**src/design/b64e_pkg.sv**
```systemverilog
`timescale 1ns / 1ps
// ----------------------------------------------------------------------------
// b64e_pkg
// Shared types, constants and the Base64 alphabet for the line-wrapping
// encoder.
// ----------------------------------------------------------------------------
package b64e_pkg;

  localparam int unsigned QUEUE_DEPTH = 4;

  localparam logic [7:0] LINE_LENGTH_RESET = 8'd76;
  localparam logic [7:0] CHAR_LINE_FEED    = 8'h0A;
  localparam logic [7:0] CHAR_PAD          = 8'h3D;  // '='
  localparam logic [7:0] CHAR_PLUS         = 8'h2B;  // '+'
  localparam logic [7:0] CHAR_SLASH        = 8'h2F;  // '/'

  // Position in the 3-byte group
  typedef enum logic [2:0] {
    PH_0 = 3'b001,
    PH_1 = 3'b010,
    PH_2 = 3'b100
  } phase_e;

  // One request from the front to the back: one or two data codes, then
  // up to two pads. The column restarts after it when end of data is set.
  typedef struct packed {
    logic [1:0][5:0] codes;
    logic [1:0]      n_codes;
    logic [1:0]      n_pads;
    logic            eod;
  } job_t;

  function automatic logic [7:0] code_to_ascii(input logic [5:0] code);
    logic [7:0] c;
    c = {2'b00, code};
    if (code < 6'd26)       return 8'(8'd65 + c);          // 'A'
    else if (code < 6'd52)  return 8'(8'd97 + c - 8'd26);  // 'a'
    else if (code < 6'd62)  return 8'(8'd48 + c - 8'd52);  // '0'
    else if (code == 6'd62) return CHAR_PLUS;
    else                    return CHAR_SLASH;
  endfunction

endpackage

```
**src/design/b64e_front.sv**
```systemverilog
`timescale 1ns / 1ps
// ----------------------------------------------------------------------------
// b64e_front
// Takes raw bytes, splits them into 6-bit codes and works out the flush
// and padding on the final byte.
// ----------------------------------------------------------------------------
module b64e_front (
  input  logic          clk_i,
  input  logic          rst_ni,
  input  logic          push_i,
  input  logic          full_i,
  input  logic [7:0]    data_byte_i,
  input  logic          end_of_data_i,
  output logic          wr_en_o,
  output b64e_pkg::job_t job_o
);
  import b64e_pkg::*;

  phase_e     phase_q, phase_d;
  logic [3:0] left_q, left_d;
  job_t       job;

  assign wr_en_o = push_i && !full_i;
  assign job_o   = job;

  always_comb begin
    job         = '0;
    job.eod     = end_of_data_i;
    job.n_codes = 2'd1;
    phase_d     = phase_q;
    left_d      = left_q;
    case (phase_q)
      PH_1: begin
        job.codes[0] = {left_q[1:0], data_byte_i[7:4]};
        left_d       = data_byte_i[3:0];
        phase_d      = PH_2;
      end
      PH_2: begin
        job.codes[0] = {left_q[3:0], data_byte_i[7:6]};
        job.codes[1] = data_byte_i[5:0];
        job.n_codes  = 2'd2;
        left_d       = 4'd0;
        phase_d      = PH_0;
      end
      default: begin
        job.codes[0] = data_byte_i[7:2];
        left_d       = {2'b00, data_byte_i[1:0]};
        phase_d      = PH_1;
      end
    endcase

    if (end_of_data_i) begin
      // Flush the partial group; missing low bits are zero
      if (phase_d == PH_1) begin
        job.codes[1] = {left_d[1:0], 4'd0};
        job.n_codes  = 2'd2;
        job.n_pads   = 2'd2;
      end else if (phase_d == PH_2) begin
        job.codes[1] = {left_d[3:0], 2'd0};
        job.n_codes  = 2'd2;
        job.n_pads   = 2'd1;
      end
      left_d  = 4'd0;
      phase_d = PH_0;
    end
  end

  always_ff @(posedge clk_i or negedge rst_ni) begin
    if (!rst_ni) begin
      phase_q <= PH_0;
      left_q  <= 4'd0;
    end else if (wr_en_o) begin
      phase_q <= phase_d;
      left_q  <= left_d;
    end
  end

endmodule

```
**src/design/b64e_fifo.sv**
```systemverilog
`timescale 1ns / 1ps
// ----------------------------------------------------------------------------
// b64e_fifo
// Short request queue between the front and the back.
// ----------------------------------------------------------------------------
module b64e_fifo #(
  parameter int unsigned Depth = b64e_pkg::QUEUE_DEPTH
) (
  input  logic           clk_i,
  input  logic           rst_ni,
  input  logic           wr_en_i,
  input  b64e_pkg::job_t wr_data_i,
  output logic           full_o,
  input  logic           rd_en_i,
  output logic           valid_o,
  output b64e_pkg::job_t rd_data_o
);
  import b64e_pkg::*;

  localparam int unsigned PtrW = (Depth > 1) ? $clog2(Depth) : 1;
  localparam int unsigned CntW = $clog2(Depth + 1);

  job_t            mem_q [Depth];
  logic [PtrW-1:0] wr_ptr_q, rd_ptr_q;
  logic [CntW-1:0] cnt_q;

  assign full_o    = (cnt_q == CntW'(Depth));
  assign valid_o   = (cnt_q != '0);
  assign rd_data_o = mem_q[rd_ptr_q];

  function automatic logic [PtrW-1:0] ptr_inc(input logic [PtrW-1:0] p);
    return (p == PtrW'(Depth - 1)) ? '0 : PtrW'(p + 1'b1);
  endfunction

  always_ff @(posedge clk_i) begin
    if (wr_en_i) begin
      mem_q[wr_ptr_q] <= wr_data_i;
    end
  end

  always_ff @(posedge clk_i or negedge rst_ni) begin
    if (!rst_ni) begin
      wr_ptr_q <= '0;
      rd_ptr_q <= '0;
      cnt_q    <= '0;
    end else begin
      if (wr_en_i) wr_ptr_q <= ptr_inc(wr_ptr_q);
      if (rd_en_i) rd_ptr_q <= ptr_inc(rd_ptr_q);
      if (wr_en_i && !rd_en_i)      cnt_q <= CntW'(cnt_q + 1'b1);
      else if (!wr_en_i && rd_en_i) cnt_q <= CntW'(cnt_q - 1'b1);
    end
  end

  a_no_overflow : assert property (@(posedge clk_i) disable iff (!rst_ni)
    !(wr_en_i && full_o))
    else $error("request queue written while full");

  a_no_underflow : assert property (@(posedge clk_i) disable iff (!rst_ni)
    !(rd_en_i && !valid_o))
    else $error("request queue read while empty");

  a_cnt_bound : assert property (@(posedge clk_i) disable iff (!rst_ni)
    cnt_q <= CntW'(Depth))
    else $error("request queue count out of range");

endmodule

```
**src/design/b64e_back.sv**
```systemverilog
`timescale 1ns / 1ps
// ----------------------------------------------------------------------------
// b64e_back
// Emits one character a cycle per request while the output is empty or popped:
// data characters with line feeds at the line length, then pads. Holds the column count.
// ----------------------------------------------------------------------------
module b64e_back (
  input  logic           clk_i,
  input  logic           rst_ni,
  input  logic [7:0]     line_length_i,
  input  logic           req_valid_i,
  input  b64e_pkg::job_t req_i,
  output logic           req_pop_o,
  input  logic           pop_i,
  output logic           empty_o,
  output logic [7:0]     out_char_o,
  output logic           last_of_run_o
);
  import b64e_pkg::*;

  job_t       job_q, job_d;
  logic       busy_q, busy_d;
  logic [1:0] emitted_q, emitted_d;
  logic [1:0] pads_q, pads_d;
  logic       lf_q, lf_d;
  logic [7:0] col_q, col_d;
  logic       out_valid_q, out_valid_d;
  logic [7:0] out_char_q, out_char_d;
  logic       out_last_q, out_last_d;

  logic       emit, job_done, load, wrap;
  logic [7:0] col_inc;

  assign empty_o       = !out_valid_q;
  assign out_char_o    = out_char_q;
  assign last_of_run_o = out_last_q;
  assign req_pop_o     = load;

  always_comb begin
    job_d       = job_q;
    busy_d      = busy_q;
    emitted_d   = emitted_q;
    pads_d      = pads_q;
    lf_d        = lf_q;
    col_d       = col_q;
    out_valid_d = out_valid_q && !pop_i;
    out_char_d  = out_char_q;
    out_last_d  = out_last_q;
    job_done    = 1'b0;
    col_inc     = 8'(col_q + 1'b1);
    wrap        = (col_inc >= line_length_i);

    emit = busy_q && (!out_valid_q || pop_i);
    if (emit) begin
      out_valid_d = 1'b1;
      if (lf_q) begin
        out_char_d = CHAR_LINE_FEED;
        out_last_d = (emitted_q == job_q.n_codes) && (pads_q == 2'd0);
        lf_d       = 1'b0;
      end else if (emitted_q != job_q.n_codes) begin
        out_char_d = code_to_ascii(job_q.codes[emitted_q[0]]);
        emitted_d  = 2'(emitted_q + 1'b1);
        out_last_d = !wrap && (emitted_d == job_q.n_codes) && (pads_q == 2'd0);
        if (wrap) begin
          lf_d  = 1'b1;
          col_d = 8'd0;
        end else begin
          col_d = col_inc;
        end
      end else begin
        // pads never move the column
        out_char_d = CHAR_PAD;
        out_last_d = (pads_q == 2'd1);
        pads_d     = 2'(pads_q - 1'b1);
      end
      job_done = out_last_d;
    end

    if (job_done && job_q.eod) col_d = 8'd0;

    load = req_valid_i && (!busy_q || job_done);
    if (load) begin
      job_d     = req_i;
      busy_d    = 1'b1;
      emitted_d = 2'd0;
      pads_d    = req_i.n_pads;
      lf_d      = 1'b0;
    end else if (job_done) begin
      busy_d = 1'b0;
    end
  end

  always_ff @(posedge clk_i) begin
    job_q      <= job_d;
    out_char_q <= out_char_d;
    out_last_q <= out_last_d;
  end

  always_ff @(posedge clk_i or negedge rst_ni) begin
    if (!rst_ni) begin
      busy_q      <= 1'b0;
      emitted_q   <= 2'd0;
      pads_q      <= 2'd0;
      lf_q        <= 1'b0;
      col_q       <= 8'd0;
      out_valid_q <= 1'b0;
    end else begin
      busy_q      <= busy_d;
      emitted_q   <= emitted_d;
      pads_q      <= pads_d;
      lf_q        <= lf_d;
      col_q       <= col_d;
      out_valid_q <= out_valid_d;
    end
  end

  a_lf_col_zero : assert property (@(posedge clk_i) disable iff (!rst_ni)
    lf_q |-> (col_q == 8'd0))
    else $error("line feed pending with non-zero column");

  a_emit_bound : assert property (@(posedge clk_i) disable iff (!rst_ni)
    busy_q |-> (emitted_q <= job_q.n_codes) && (job_q.n_codes != 2'd0))
    else $error("data code index beyond request");

  a_pad_after_data : assert property (@(posedge clk_i) disable iff (!rst_ni)
    (emit && out_char_d == CHAR_PAD) |-> (emitted_q == job_q.n_codes) && !lf_q)
    else $error("pad emitted before data or line feed");

endmodule

```
**src/design/base64_encoder_line_wrap.sv**
```systemverilog
`timescale 1ns / 1ps
// Path: an accepted byte goes through the request queue and the back end's
// request register; its first character is then registered onto the result
// ports. Throughput: the back end emits one character per cycle while its
// output is empty or popped; a byte yields 1 to 6 characters (about 1.4 on average).
// Reset: asynchronous, active low; line length returns to 76, queues empty.
// ----------------------------------------------------------------------------
// base64_encoder_line_wrap
// Base64 encoder with MIME-style line wrapping and end-of-data padding.
// ----------------------------------------------------------------------------
module base64_encoder_line_wrap #(
  parameter int unsigned QueueDepth = b64e_pkg::QUEUE_DEPTH
) (
  input  logic       clk_i,
  input  logic       rst_ni,
  input  logic       line_length_we_i,
  input  logic [7:0] line_length_i,
  input  logic       push,
  output logic       full,
  input  logic [7:0] data_byte_i,
  input  logic       end_of_data_i,
  output logic       empty,
  input  logic       pop,
  output logic [7:0] out_char_o,
  output logic       last_of_run_o
);
  import b64e_pkg::*;

  logic [7:0] line_length_q;
  logic       wr_en, req_valid, req_pop;
  job_t       wr_job, req;

  always_ff @(posedge clk_i or negedge rst_ni) begin
    if (!rst_ni) begin
      line_length_q <= LINE_LENGTH_RESET;
    end else if (line_length_we_i) begin
      line_length_q <= line_length_i;
    end
  end

  b64e_front u_front (
    .clk_i,
    .rst_ni,
    .push_i        (push),
    .full_i        (full),
    .data_byte_i,
    .end_of_data_i,
    .wr_en_o       (wr_en),
    .job_o         (wr_job)
  );

  b64e_fifo #(
    .Depth (QueueDepth)
  ) u_fifo (
    .clk_i,
    .rst_ni,
    .wr_en_i   (wr_en),
    .wr_data_i (wr_job),
    .full_o    (full),
    .rd_en_i   (req_pop),
    .valid_o   (req_valid),
    .rd_data_o (req)
  );

  b64e_back u_back (
    .clk_i,
    .rst_ni,
    .line_length_i (line_length_q),
    .req_valid_i   (req_valid),
    .req_i         (req),
    .req_pop_o     (req_pop),
    .pop_i         (pop),
    .empty_o       (empty),
    .out_char_o,
    .last_of_run_o
  );

endmodule

```
**config.mk**
```make
export PLATFORM = sky130hd
export DESIGN_NAME = base64_encoder_line_wrap
export DESIGN_NICKNAME = d
export VERILOG_FILES = /design/src/design/b64e_pkg.sv /design/src/design/b64e_front.sv /design/src/design/b64e_fifo.sv /design/src/design/b64e_back.sv /design/src/design/base64_encoder_line_wrap.sv
export SDC_FILE = /design/constraint.sdc
export NUM_CORES = 1
export LEC_CHECK = 0
export BUFFER_PORTS_ARGS = -buffer_cell sky130_fd_sc_hd__buf_2
export CAP_MARGIN = 20
export CORE_MARGIN = 4
export CORE_UTILIZATION = 55
export CTS_CLUSTER_SIZE = 16
export DETAILED_ROUTE_END_ITERATION = 12
export HOLD_SLACK_MARGIN = 0.05
export PLACE_DENSITY = 0.76
export SLEW_MARGIN = 5
export SYNTH_ARGS = -nofsm -noshare
export SYNTH_HDL_FRONTEND = slang
export SYNTH_HIERARCHICAL = 1
export SYNTH_SLANG_ARGS = --single-unit
```
**constraint.sdc**
```tcl
create_clock -name clk_i -period 10.04 [get_ports clk_i]
set_input_delay 0.502 -clock clk_i [delete_from_list [all_inputs] [get_ports clk_i]]
set_output_delay 0.502 -clock clk_i [all_outputs]
set_load 0.05 [all_outputs]
```
==> impl_metrics.csv <==
group,metric,value,unit
drt,dr.pass1.iters,5,
sta,fin_tns_setup,0,ns
setup_path,cp-end-kind,"register",
final_layout,area_delta_synth_final,12.9,%
clock_network,cts_tree,"yes",
pwr,vdd.ir_drop.worst,0.225,mV
outcome,status,"complete, no violations",
pwr,finalPower,2230,uW
setup_path,cp.required,10.34,ns
sta,clock-skew-final,0.00666,ns
pwr,leakagePower,0.00277,uW
yosys,yosysUniqueCellTypes,70,
final_layout,antenna_cells,0,
sta,relSlewSlack,35.7,%
floorplanning,die_y,114,um
sta,period_needed,4.14,ns
drt,wl,11400,um
drt,drt_iter0_markers,274,
clock_network,cts_htree_levels,4,
setup_path,crit_fanout,21,
yosys,ys_ff_latch,129,
global_route,grt_max_degree,38,
floorplanning,core,0.0109,sq mm
setup_path,reg2reg_from,"u_back/col_q[0]",
pwr,power.density,319,mW/mm^2
clock_network,clock_path_buffers,2,
clock_network,clk_pin_slew_worst_paths,0.06,ns
placed_design,dp_hpwl,7560,um
clock_network,cts_repair_resize_count,0,
floorplanning,rows,38,
global_route,track_usage,19.0,%
yosys,synth_edf_count,92,
final_layout,num-nets-final,511,
clock_network,cts_sinks,129,
placed_design,dp_slack,5.91,ns
sta,setup_viol,0,
drt,ant_nets,0,
floorplanning,dieWidth,114,um
floorplanning,die_area,0.0130,sq mm
drt,wl_per_cell,18.4,um
run,drv_cap,0,
clock_network,cts_hold_buf,0,
yosys,async_flop_share,28.7,%
sta,hold_viol_final,0,
drt,num_vias,3633,
floorplanning,start_util,56.7,%
sta,fin_crit_sh,41.2,%
clock_network,cts_root_buf,"clkbuf_16",
sta,finalMaxSlewViolations,0,
global_route,grt_pass1_wl,19000,um
final_layout,register_area,0.00369,sq mm
yosys,syn_inst,429,
sta,rsz0062_at_grt,"no",
yosys,ys_warn_count,6,
final_layout,multi_input_area,0.00227,sq mm
sta,finalWorstSetupSlack,5.90,ns
global_route,first_global_vias,3720,
sta,tightest_slew,0.965,ns
clock_network,cts_buffers,17,
sta,max_freq,242,MHz
global_route,antenna_found_initial,0,
setup_path,crit_arrival,4.44,ns
clock_network,worstSkewPairLatency,0.41,ns
setup_path,crit_type,"reg2reg",
clock_network,postCtsSetupBuffers,0,
yosys,ys.flop_type,"edfxtp_1",
final_layout,final_cell_mix,"edfxtp_1, dfrtp_1, buf_2",
final_layout,mostFrequentLayoutCell,"edfxtp_1",
floorplanning,io_pins,33,
yosys,ys_seq_area_share,59.6,%
yosys,synth_area,0.00620,sq mm
drt,vias_per_cell,5.87,
worst_hold_path,hp-class,"in2async",
setup_path,worstSetupStartpoint,"u_back/col_q[0]",
placed_design,gp_congestion,0.870,
final_layout,fillCellCount,806,
yosys,synth.net_count,474,
final_layout,drive_gt1_share,22.3,%
yosys,avgSynthCellArea,14.5,sq um
placed_design,numPortBuffers,32,
setup_path,critPathLaunchType,"register",
drt,drc,0,
global_route,grt-ovfl-total,0,
[critical path: stages (launching register included)]
cell	delay [ns]
dfrtp_1	0.42
ha_1	0.26
nand3_1	0.14
nor2_1	0.15
xor2_1	0.20
ha_1	0.29
a21o_1	0.18
a21oi_1	0.17
o31ai_2	0.18
o2111ai_2	0.21
nand3_1	0.16
inv_1	0.55
inv_1	0.11
ha_1	0.24
inv_1	0.07
fa_1	0.42
mux2_2	0.27
[per-layer routing]
layer / part of all wire [%] / global-route usage, %
met1: 43 / 24.4
met2: 49 / 30.6
met3: 5.9 / 5.55
met4: 1.7 / 7.60
met5: 0 / 0
[path summary, 6_finish.rpt]
check / to / slack (ns) / depth (start not counted)
max in group asynchronous: u_front/left_q[2] / 9.28 / 1
worst min-delay path: u_back/col_q[7] / 0.21 / 1
min in group clk_i: line_length_q[5] / 0.32 / 2
worst max-delay path: u_fifo/cnt_q[1] / 5.90 / 16
worst min register to register: u_fifo/cnt_q[2] / 0.49 / 1
worst max register to register: u_fifo/cnt_q[1] / 5.90 / 16
[report_power, final]
group	internal [uW]	switching [uW]	total, uW
Combinational	316	435	751
Sequential	773	111	884
Clock	359	237	596
Total	1450	783	2230
[final cells by class]
| type | instances | area share, % |
|---|---|---|
| inverters | 29 | 1.59 |
| well taps | 140 | 2.50 |
| multi-input cells | 256 | 32.4 |
| clock inverters | 12 | 1.77 |
| clock buffers | 20 | 6.52 |
| flip-flops and latches | 129 | 52.7 |
| repair buffers | 33 | 2.50 |
[cell families (layout without fill, tap and decap cells)]
| group | count (synthesis) | count (layout) | synth area share, % |
|---|---|---|---|
| DFF | 129 | 129 | 59.6 |
| and+or+nand+nor | 94 | 94 | 8.35 |
| AOI/OAI and AO/OA | 83 | 83 | 9.72 |
| buffers and inverters | 44 | 94 | 3.89 |
| muxes | 38 | 38 | 11.2 |
| adders and majority gates | 23 | 23 | 4.76 |
| xor gates and xnor gates | 18 | 18 | 2.54 |
[cells in the mapped netlist, drive strengths merged (3+ instances only)]
cell	number	share of area [%]
dfrtp	33	13
nand3	10	0.89
ha	22	4.4
buf	14	2.0
nor2b	3	0.30
nand2	20	1.2
xor2	8	1.1
a21oi	18	1.6
o21ai	19	1.5
dfstp	4	1.7
nand2b	9	1.0
mux2	13	2.8
nor2	25	1.7
nand3b	5	0.61
nor3	6	0.75
inv	29	1.8
a22oi	19	2.3
and2	7	0.71
nor3b	3	0.44
edfxtp	92	45
mux2i	8	1.6
xnor2	10	1.4
mux4	17	6.7
[per-stage QoR]
step | util, % | cell area (sq um) | std cells | hold slack [ns]
CTS | 63.9 | 6990 | 618 | 0.228
floorplan | - | 6200 | 429 | 0.206
finish | 64.0 | 7000 | 619 | 0.208
global route | 64.0 | 7000 | 619 | 0.271
detailed placement | 58.6 | 6410 | 586 | 0.479
global placement | 58.6 | 6410 | 586 | 0.470
[state kept, by name, summed over array words and instances, names as in the netlist]
name and cells:
line_length_q 8, u_back/busy_q 1, u_back/col_q 8, u_back/emitted_q 2, u_back/job_q 15, u_back/last_of_run_o 1
u_back/lf_q 1, u_back/out_char_o 8, u_back/out_valid_q 1, u_back/pads_q 2, u_fifo/cnt_q 3, u_fifo/mem_q 68
u_fifo/rd_ptr_q 2, u_fifo/wr_ptr_q 2, u_front/left_q 4, u_front/phase_q 3
Note: power is estimated with default switching activity, not from simulation.
